## config.mk

```make
export PLATFORM = sky130hd
export DESIGN_NAME = command_line_assembler
export DESIGN_NICKNAME = d
export VERILOG_FILES = /design/src/rtl/core/cla_pkg.sv /design/src/rtl/core/cla_ctrl.sv /design/src/rtl/core/cla_datapath.sv /design/src/rtl/core/command_line_assembler.sv
export SDC_FILE = /design/constraint.sdc
export NUM_CORES = 1
export LEC_CHECK = 0
export BUFFER_PORTS_ARGS = -buffer_cell sky130_fd_sc_hd__buf_2
export CAP_MARGIN = 20
export CORE_MARGIN = 4
export CORE_UTILIZATION = 61
export CTS_CLUSTER_SIZE = 40
export DETAILED_ROUTE_END_ITERATION = 6
export GPL_TIMING_DRIVEN = 0
export PLACE_DENSITY = 0.77
export SLEW_MARGIN = 20
export SYNTH_ARGS = -nofsm -noshare
export SYNTH_HDL_FRONTEND = slang
export SYNTH_SLANG_ARGS = --single-unit
export TNS_END_PERCENT = 100
```

## constraint.sdc

```tcl
create_clock -name clk -period 4 [get_ports clk]
set_input_delay 0.8 -clock clk [delete_from_list [all_inputs] [get_ports clk]]
set_output_delay 0.8 -clock clk [all_outputs]
set_load 0.01 [all_outputs]
```

## src/rtl/core/cla_pkg.sv

```systemverilog
// cla_pkg: shared types, constants and character helpers for the command line assembler
// used by cla_ctrl, cla_datapath and command_line_assembler; no dependencies
package cla_pkg;

    localparam int STORE_DEPTH_DEFAULT = 64;
    localparam int MAX_RESULTS         = 64;
    localparam int COUNT_W             = $clog2(MAX_RESULTS);

    localparam logic [7:0] CHAR_NUL   = 8'h00;
    localparam logic [7:0] CHAR_BS    = 8'h08;
    localparam logic [7:0] CHAR_DEL   = 8'h7f;
    localparam logic [7:0] CHAR_LF    = 8'd10;
    localparam logic [7:0] CHAR_CR    = 8'd13;
    localparam logic [7:0] CHAR_SPACE = 8'd32;
    localparam logic [7:0] CASE_DIFF  = 8'd32;
    localparam logic [7:0] COUNT_MAX  = 8'd255;

    localparam logic OP_RECEIVE = 1'b0;
    localparam logic OP_FETCH   = 1'b1;

    localparam logic KIND_ECHO    = 1'b0;
    localparam logic KIND_COMMAND = 1'b1;

    typedef enum logic [1:0] {
        ST_IDLE,
        ST_START,
        ST_ERASE_SPACE,
        ST_ERASE_BS
    } state_t;

    typedef enum logic [2:0] {
        EM_ECHO,
        EM_SPACE,
        EM_BS,
        EM_EMPTY,
        EM_CHAR
    } emit_sel_t;

    typedef struct packed {
        logic      accept;
        logic      apply;
        logic      emit;
        emit_sel_t emit_sel;
        logic      read_first;
        logic      read_next;
    } ctrl_cmd_t;

    typedef struct packed {
        logic op_fetch;
        logic echo_en;
        logic erase;
        logic pending_zero;
        logic out_free;
        logic fetch_done;
    } dp_status_t;

    function automatic logic storable(input logic [7:0] c);
        logic alpha_hi;
        logic alpha_lo;
        logic digit;
        alpha_hi = (c >= 8'h41) && (c <= 8'h5a);
        alpha_lo = (c >= 8'h61) && (c <= 8'h7a);
        digit    = (c >= 8'h30) && (c <= 8'h39);
        return alpha_hi || alpha_lo || digit || (c == CHAR_SPACE) || (c == 8'h2b)
            || (c == 8'h2d) || (c == 8'h2e) || (c == CHAR_NUL);
    endfunction

    function automatic logic [7:0] to_upper(input logic [7:0] c);
        logic [7:0] r;
        r = c;
        if ((c >= 8'h61) && (c <= 8'h7a))
        begin
            r = c - CASE_DIFF;
        end
        return r;
    endfunction

endpackage

```

## src/rtl/core/cla_ctrl.sv

```systemverilog
// cla_ctrl: sequencing state machine for the command line assembler
// depends on cla_pkg; drives cla_datapath through ctrl_cmd_t, reads dp_status_t
module cla_ctrl (
    input  logic                clk,
    input  logic                rst_n,
    input  logic                in_valid,
    output logic                in_ready,
    input  cla_pkg::dp_status_t status,
    output cla_pkg::ctrl_cmd_t  cmd
);
    import cla_pkg::*;

    state_t state_reg;
    state_t state_next;

    always_ff @(posedge clk or negedge rst_n)
    begin
        if (!rst_n)
        begin
            state_reg <= ST_IDLE;
        end
        else
        begin
            state_reg <= state_next;
        end
    end

    // next state
    always_comb
    begin
        state_next = state_reg;
        case (state_reg)
            ST_IDLE:
            begin
                if (in_valid)
                begin
                    state_next = ST_START;
                end
            end
            ST_START:
            begin
                if (status.op_fetch)
                begin
                    if (status.pending_zero)
                    begin
                        if (status.out_free)
                        begin
                            state_next = ST_IDLE;
                        end
                    end
                    else
                    begin
                        state_next = ST_ERASE_SPACE;
                    end
                end
                else if (status.out_free || !status.echo_en)
                begin
                    state_next = status.erase ? ST_ERASE_SPACE : ST_IDLE;
                end
            end
            ST_ERASE_SPACE:
            begin
                // shared by fetch streaming and erase space
                if (status.out_free)
                begin
                    if (status.op_fetch)
                    begin
                        if (status.fetch_done)
                        begin
                            state_next = ST_IDLE;
                        end
                    end
                    else
                    begin
                        state_next = ST_ERASE_BS;
                    end
                end
            end
            ST_ERASE_BS:
            begin
                if (status.out_free)
                begin
                    state_next = ST_IDLE;
                end
            end
            default:
            begin
                state_next = ST_IDLE;
            end
        endcase
    end

    // outputs
    always_comb
    begin
        in_ready       = 1'b0;
        cmd.accept     = 1'b0;
        cmd.apply      = 1'b0;
        cmd.emit       = 1'b0;
        cmd.emit_sel   = EM_ECHO;
        cmd.read_first = 1'b0;
        cmd.read_next  = 1'b0;
        case (state_reg)
            ST_IDLE:
            begin
                in_ready   = 1'b1;
                cmd.accept = in_valid;
            end
            ST_START:
            begin
                if (status.op_fetch)
                begin
                    if (status.pending_zero)
                    begin
                        cmd.emit     = status.out_free;
                        cmd.emit_sel = EM_EMPTY;
                    end
                    else
                    begin
                        cmd.read_first = 1'b1;
                    end
                end
                else if (status.out_free || !status.echo_en)
                begin
                    cmd.apply    = 1'b1;
                    cmd.emit     = status.echo_en;
                    cmd.emit_sel = EM_ECHO;
                end
            end
            ST_ERASE_SPACE:
            begin
                if (status.out_free)
                begin
                    cmd.emit = 1'b1;
                    if (status.op_fetch)
                    begin
                        cmd.emit_sel  = EM_CHAR;
                        cmd.read_next = 1'b1;
                    end
                    else
                    begin
                        cmd.emit_sel = EM_SPACE;
                    end
                end
            end
            ST_ERASE_BS:
            begin
                cmd.emit     = status.out_free;
                cmd.emit_sel = EM_BS;
            end
            default:
            begin
                in_ready = 1'b0;
            end
        endcase
    end

endmodule

```

## src/rtl/core/cla_datapath.sv

```systemverilog
// cla_datapath: ring store, indexes, command count, line editing and output register
// depends on cla_pkg; commanded by cla_ctrl
module cla_datapath #(
    parameter int STORE_DEPTH = cla_pkg::STORE_DEPTH_DEFAULT
) (
    input  logic                clk,
    input  logic                rst_n,
    input  cla_pkg::ctrl_cmd_t  cmd,
    output cla_pkg::dp_status_t status,
    input  logic                cfg_we,
    input  logic                cfg_data,
    input  logic                operation,
    input  logic [7:0]          rx_byte,
    output logic                out_valid,
    input  logic                out_ready,
    output logic                kind,
    output logic [7:0]          data,
    output logic                last
);
    import cla_pkg::*;

    localparam int IDX_W = (STORE_DEPTH > 2) ? $clog2(STORE_DEPTH) : 1;
    localparam logic [IDX_W-1:0] IDX_TOP = IDX_W'(STORE_DEPTH - 1);
    localparam logic [COUNT_W-1:0] COUNT_LAST = COUNT_W'(MAX_RESULTS - 1);

    function automatic logic [IDX_W-1:0] ring_next(input logic [IDX_W-1:0] i);
        return (i == IDX_TOP) ? '0 : i + 1'b1;
    endfunction

    function automatic logic [IDX_W-1:0] ring_prev(input logic [IDX_W-1:0] i);
        return (i == '0) ? IDX_TOP : i - 1'b1;
    endfunction

    logic [7:0]         line_store_reg [STORE_DEPTH];
    logic [7:0]         rd_data_reg;
    logic [IDX_W-1:0]   wi_reg, wi_next;
    logic [IDX_W-1:0]   ri_reg, ri_next;
    logic [7:0]         pending_reg, pending_next;
    logic [7:0]         prev_reg, prev_next;
    logic               echo_reg;
    logic               op_reg;
    logic [7:0]         byte_reg;
    logic [COUNT_W-1:0] n_reg, n_next;
    logic               out_valid_reg, out_valid_next;
    logic               out_kind_reg, out_kind_next;
    logic [7:0]         out_data_reg, out_data_next;
    logic               out_last_reg, out_last_next;

    logic               is_nl, pair, is_bs, ring_empty, drop, erase, do_store;
    logic [7:0]         c_eff;
    logic [IDX_W-1:0]   ri_inc;
    logic               fetch_done;
    logic               mem_we, mem_re;
    logic [IDX_W-1:0]   mem_raddr;

    // receive editing
    always_comb
    begin
        is_nl      = (byte_reg == CHAR_LF) || (byte_reg == CHAR_CR);
        pair       = ((byte_reg == CHAR_LF) && (prev_reg == CHAR_CR))
                  || ((byte_reg == CHAR_CR) && (prev_reg == CHAR_LF));
        c_eff      = is_nl ? CHAR_NUL : byte_reg;
        ring_empty = (wi_reg == ri_reg);
        drop       = pair || (ring_empty && (c_eff == CHAR_SPACE));
        is_bs      = (c_eff == CHAR_BS) || (c_eff == CHAR_DEL);
        erase      = !drop && is_bs && !ring_empty;
        do_store   = !drop && !is_bs && storable(c_eff);
    end

    // fetch stream end
    always_comb
    begin
        ri_inc     = ring_next(ri_reg);
        fetch_done = (rd_data_reg == CHAR_NUL) || (ri_inc == wi_reg) || (n_reg == COUNT_LAST);
    end

    always_comb
    begin
        status.op_fetch     = (op_reg == OP_FETCH);
        status.echo_en      = echo_reg;
        status.erase        = erase;
        status.pending_zero = (pending_reg == 8'd0);
        status.out_free     = !out_valid_reg || out_ready;
        status.fetch_done   = fetch_done;
    end

    // state updates
    always_comb
    begin
        wi_next      = wi_reg;
        ri_next      = ri_reg;
        pending_next = pending_reg;
        prev_next    = prev_reg;
        n_next       = n_reg;
        if (cmd.apply)
        begin
            prev_next = pair ? CHAR_NUL : byte_reg;
            if (is_nl && !pair && (pending_reg != COUNT_MAX))
            begin
                pending_next = pending_reg + 8'd1;
            end
            if (erase)
            begin
                wi_next = ring_prev(wi_reg);
            end
            else if (do_store)
            begin
                wi_next = ring_next(wi_reg);
            end
        end
        if (cmd.read_first)
        begin
            n_next = '0;
        end
        if (cmd.read_next)
        begin
            ri_next = ri_inc;
            n_next  = n_reg + 1'b1;
            if (fetch_done)
            begin
                pending_next = pending_reg - 8'd1;
            end
        end
    end

    // output register
    always_comb
    begin
        out_valid_next = out_valid_reg && !out_ready;
        out_kind_next  = out_kind_reg;
        out_data_next  = out_data_reg;
        out_last_next  = out_last_reg;
        if (cmd.emit)
        begin
            out_valid_next = 1'b1;
            case (cmd.emit_sel)
                EM_ECHO:
                begin
                    out_kind_next = KIND_ECHO;
                    out_data_next = byte_reg;
                    out_last_next = !erase;
                end
                EM_SPACE:
                begin
                    out_kind_next = KIND_ECHO;
                    out_data_next = CHAR_SPACE;
                    out_last_next = 1'b0;
                end
                EM_BS:
                begin
                    out_kind_next = KIND_ECHO;
                    out_data_next = CHAR_BS;
                    out_last_next = 1'b1;
                end
                EM_EMPTY:
                begin
                    out_kind_next = KIND_COMMAND;
                    out_data_next = CHAR_NUL;
                    out_last_next = 1'b1;
                end
                EM_CHAR:
                begin
                    out_kind_next = KIND_COMMAND;
                    out_data_next = rd_data_reg;
                    out_last_next = fetch_done;
                end
                default:
                begin
                    out_kind_next = KIND_ECHO;
                    out_data_next = CHAR_NUL;
                    out_last_next = 1'b1;
                end
            endcase
        end
    end

    always_ff @(posedge clk or negedge rst_n)
    begin
        if (!rst_n)
        begin
            wi_reg        <= '0;
            ri_reg        <= '0;
            pending_reg   <= '0;
            prev_reg      <= '0;
            n_reg         <= '0;
            echo_reg      <= 1'b0;
            op_reg        <= OP_RECEIVE;
            out_valid_reg <= 1'b0;
        end
        else
        begin
            wi_reg        <= wi_next;
            ri_reg        <= ri_next;
            pending_reg   <= pending_next;
            prev_reg      <= prev_next;
            n_reg         <= n_next;
            out_valid_reg <= out_valid_next;
            if (cfg_we)
            begin
                echo_reg <= cfg_data;
            end
            if (cmd.accept)
            begin
                op_reg <= operation;
            end
        end
    end

    always_ff @(posedge clk)
    begin
        out_kind_reg <= out_kind_next;
        out_data_reg <= out_data_next;
        out_last_reg <= out_last_next;
        if (cmd.accept)
        begin
            byte_reg <= rx_byte;
        end
    end

    // ring store
    always_comb
    begin
        mem_we    = cmd.apply && do_store;
        mem_re    = cmd.read_first || cmd.read_next;
        mem_raddr = cmd.read_next ? ri_inc : ri_reg;
    end

    always_ff @(posedge clk)
    begin
        if (mem_we)
        begin
            line_store_reg[wi_reg] <= to_upper(c_eff);
        end
        if (mem_re)
        begin
            rd_data_reg <= line_store_reg[mem_raddr];
        end
    end

    assign out_valid = out_valid_reg;
    assign kind      = out_kind_reg;
    assign data      = out_data_reg;
    assign last      = out_last_reg;

endmodule

```

## src/rtl/core/command_line_assembler.sv

```systemverilog
// command_line_assembler: top level, joins cla_ctrl and cla_datapath
// depends on cla_pkg, cla_ctrl, cla_datapath
//
// input channel (in_valid/in_ready, operation, rx_byte): operation 0 is a receive
// of rx_byte, operation 1 fetches the oldest waiting command. one request is in
// work at a time; in_ready is high only while the block is idle.
// output channel (out_valid/out_ready, kind, data, last): kind 0 is a byte sent
// back to the terminal, kind 1 a command character; last marks the final result
// of a request. results leave through a single output register.
// config channel (cfg_valid/cfg_ready, cfg_data): sets echo enable, always ready.
// receive: accepted in idle; the start state edits the line and loads the echo;
// an erase adds the erase space and erase backspace states for space and 0x08.
// fetch: accepted in idle, the start state reads the ring store first, then one
// character per cycle unless stalled, bounded by the single store read port.
// a stalled receiver holds the output register and the sequencer waits on it;
// no result is lost. reset clears indexes, command count, echo enable and the
// output valid; store contents stay undefined until written.
module command_line_assembler #(
    parameter int STORE_DEPTH = cla_pkg::STORE_DEPTH_DEFAULT
) (
    input  logic       clk,
    input  logic       rst_n,
    input  logic       in_valid,
    output logic       in_ready,
    input  logic       operation,
    input  logic [7:0] rx_byte,
    output logic       out_valid,
    input  logic       out_ready,
    output logic       kind,
    output logic [7:0] data,
    output logic       last,
    input  logic       cfg_valid,
    output logic       cfg_ready,
    input  logic       cfg_data
);
    import cla_pkg::*;

    ctrl_cmd_t  cmd;
    dp_status_t status;

    assign cfg_ready = 1'b1;

    cla_ctrl u_ctrl (
        .clk      (clk),
        .rst_n    (rst_n),
        .in_valid (in_valid),
        .in_ready (in_ready),
        .status   (status),
        .cmd      (cmd)
    );

    cla_datapath #(
        .STORE_DEPTH (STORE_DEPTH)
    ) u_datapath (
        .clk       (clk),
        .rst_n     (rst_n),
        .cmd       (cmd),
        .status    (status),
        .cfg_we    (cfg_valid && cfg_ready),
        .cfg_data  (cfg_data),
        .operation (operation),
        .rx_byte   (rx_byte),
        .out_valid (out_valid),
        .out_ready (out_ready),
        .kind      (kind),
        .data      (data),
        .last      (last)
    );

endmodule

```

==> out/metrics.csv <==
stage,metric,value,unit
status,outcome,"complete, no violations",
sta,min Tclk post-route,3.99,ns
cts,worst-case clock buffer depth,3,
synth,sequential area share after synthesis,70.7,%
placement,RePlAce Congestion,1.04,
synth,"EDFF count, synth",538,
sta,Rel. slew slack,15.8,%
cts,Post-CTS Setup Inserts,0,
synth,Most used DFF post-synth,edfxtp_1,
placement,Placed Instances,2526,
floorplanning,DIE HEIGHT,207,um
sta,Final Hold Violating Endpoints,0,
detailed_routing,post-route ant nets,0,
worst_hold_path,worst hold path class,in2async,
final_layout,synth-to-layout area growth,12.5,%
cts,CTS root buffer,clkbuf_16,
pwr,Max IR drop VDD,0.426,mV
sta,final setup fails,0,
floorplanning,row cnt,72,
run,# Max-Cap Violations,0,
pwr,total power,19.3,mW
floorplanning,Top Ports,28,
final_layout,fin cells,2629,
sta,Least-Margin Pin Slew,1.26,ns
detailed_routing,Routed WL per cell,24.4,um
final_layout,fin nets,2092,
floorplanning,Die Wd,207,um
cts,Num CTS Buffers,56,
synth,Avg Inst Size Synth,12.3,um^2
setup_path,startpoint types,flop,
synth,post-synthesis cell count,1968,
cts,TritonCTS clock tree,done,
global_routing,number of global-route vias before repair,15988,
setup_path,Critical Path AT,4.34,ns
sta,Final Skew,0.0193,ns
sta,Final Cycle Share,99.9,%
global_routing,GRT Util Overall,29.0,%
cts,H-tree levels,2,
sta,f_max,250,MHz
final_layout,Finished Core Util,69.9,%
detailed_routing,drt first-iter violations,2400,
global_routing,largest net degree at the start of global routing,65,
global_routing,GRT overflow,0,
cts,# clock sinks,577,
sta,Setup TNS,0,ns
cts,Worst-path clk slew,0.06,ns
final_layout,max FFs per register,512,
placement,number of I/O port buffers,26,
detailed_routing,vias,16753,
setup_path,Worst Path Max Fanout,10,
sta,unrepaired setup endpoints after global routing,true,
setup_path,critical path data required time,4.34,ns
detailed_routing,vias per cell,6.37,
synth,ys async rst share,6.76,%
setup_path,crit path capture type,flop,
cts,post-cts hold buffer count,0,
global_routing,initial antenna violation count,3,
pwr,LEAKAGE,9.59,nW
synth,post-synthesis sequential element count,577,
detailed_routing,DRT Pass-1 Iters,6,
pwr,power density over the cells,707,nW/um^2
sta,Final Max Tran Viols,0,
global_routing,first-pass GRT wire length,95500,um
cts,clock latency on the worst-skew pair,0.60,ns
detailed_routing,# DRC,0,
floorplanning,DIE AREA,43000,um^2
synth,syn nets,1994,
floorplanning,Initial Util,62.2,%
synth,Synth cell types,67,
final_layout,share of cells above drive strength 1,12.7,%
detailed_routing,Total Routed Length,64000,um
floorplanning,core area,39000,um^2
synth,Yosys warning total,0,
setup_path,Worst Setup Path Type,reg2reg,
synth,post-synthesis instance area,24200,um^2
placement,hpwl dp,43200,um
cells by family after synthesis:
family | after synthesis | synth area share (%)
AOI/OAI and AO/OA | 236 | 7.10
xor gates and xnor gates | 21 | 0.759
adders and majority gates | 11 | 0.568
buffers and inverters | 151 | 2.96
DFF | 577 | 70.7
muxes | 22 | 0.980
other | 1 | 0.0155
and+or+nand+nor | 949 | 17.0
metrics by stage:
step                      worst slack (ns)  area [um^2]  hold WS [ns]
after floorplan                      0.442        24200         0.450
after global placement               -2.36        25000         0.465
after detailed placement            -0.279        25400         0.488
after CTS                          -0.0756        27200         0.352
after global routing               -0.0893        27300         0.363
final                              0.00511        27300         0.344
power by group:
part	internal, mW	switching [mW]
clock network	2.84	2.18
registers	7.16	0.177
logic	2.00	4.91
what timing repair did:
item,in CTS,in global routing
resized for setup,5,27
setup endpoints to repair,76,425
hold endpoints to repair,0,0
synth_stat cells, types with 7 or more instances:
| master | number | share of area (%) |
|---|---|---|
| a21oi_1 | 20 | 0.41 |
| a32oi_1 | 19 | 0.69 |
| dfrtp_1 | 39 | 4.0 |
| nand4_1 | 34 | 0.88 |
| o21ai_1 | 7 | 0.14 |
| nand2_1 | 584 | 9.0 |
| edfxtp_1 | 538 | 67 |
| nand2b_1 | 7 | 0.18 |
| nand3_1 | 161 | 3.3 |
| clkbuf_1 | 43 | 0.67 |
| o21ai_0 | 17 | 0.35 |
| xnor2_1 | 16 | 0.58 |
| buf_4 | 7 | 0.22 |
| nor4_1 | 11 | 0.28 |
| buf_2 | 68 | 1.4 |
| nor2b_1 | 10 | 0.26 |
| a31oi_1 | 53 | 1.4 |
| o22ai_1 | 7 | 0.18 |
| a22o_1 | 11 | 0.40 |
| nor2_1 | 91 | 1.4 |
| inv_1 | 21 | 0.33 |
| buf_1 | 7 | 0.11 |
| and3_1 | 9 | 0.23 |
| and4_1 | 10 | 0.36 |
| nor3_1 | 7 | 0.14 |
| o211ai_1 | 67 | 2.1 |
| mux2i_1 | 17 | 0.70 |
| ha_1 | 11 | 0.57 |
worst paths after layout:
kind	start	endpoint	slack [ns]	depth (start not counted)
max in group asynchronous	rst_n	u_datapath.n_reg[4]$_DFFE_PN0P_	3.07	1
worst max register to register	u_datapath.ri_reg[0]$_DFF_PN0_	u_datapath.rd_data_reg[1]$_DFFE_PP_	0.005	9
worst min register to register	u_datapath.prev_reg[5]$_DFFE_PN0P_	u_datapath.prev_reg[5]$_DFFE_PN0P_	0.50	2
min in group clk	rx_byte[0]	u_datapath.byte_reg[0]$_DFFE_PP_	0.38	1
worst min-delay path	rst_n	u_datapath.prev_reg[3]$_DFFE_PN0P_	0.34	1
worst max-delay path	u_datapath.ri_reg[0]$_DFF_PN0_	u_datapath.rd_data_reg[1]$_DFFE_PP_	0.005	9
worst max-delay path, stage by stage, from the launching register on:
cell       delay [ns]
dfrtp_1          0.50
ha_1             0.41
nand4_1          0.24
a2bb2oi_1        0.23
o22ai_1          0.70
clkbuf_1         0.42
a31oi_1          0.20
a31oi_1          0.44
nand3_1          0.32
and4_1           0.27
area by class of cell:
| type | count | area, um^2 |
|---|---|---|
| inverters | 22 | 82.6 |
| plain buffers | 129 | 638 |
| fillers | 2545 | 11700 |
| well taps | 518 | 648 |
| repair buffers | 40 | 478 |
| flip-flops and latches | 577 | 17100 |
| clock buffers | 71 | 1540 |
| multi-input cells | 1240 | 6560 |
| clock inverters | 31 | 200 |
| diodes | 1 | 2.50 |
metal layers:
layer / up-vias / GRT usage [%] / share of wire, %
li1: 7377 / - / -
met3: 197 / 6.45 / 12
met5: - / 0 / 0.041
met1: 8027 / 39.0 / 37
met4: 4 / 13.8 / 5.4
met2: 1148 / 45.6 / 46
layout by cell type, fill, tap and decap left out, drive strengths merged, types with 16 or more instances in the layout:
cell,instances
o21ai,30
nand3,161
buf,126
clkbuf,114
clkinv,28
a21oi,20
nand2,584
a31oi,53
o211ai,67
edfxtp,538
nor2,91
xnor2,16
dfrtp,39
mux2i,18
nand4,34
a32oi,19
inv,22
Note: power is estimated with default switching activity, not from simulation.
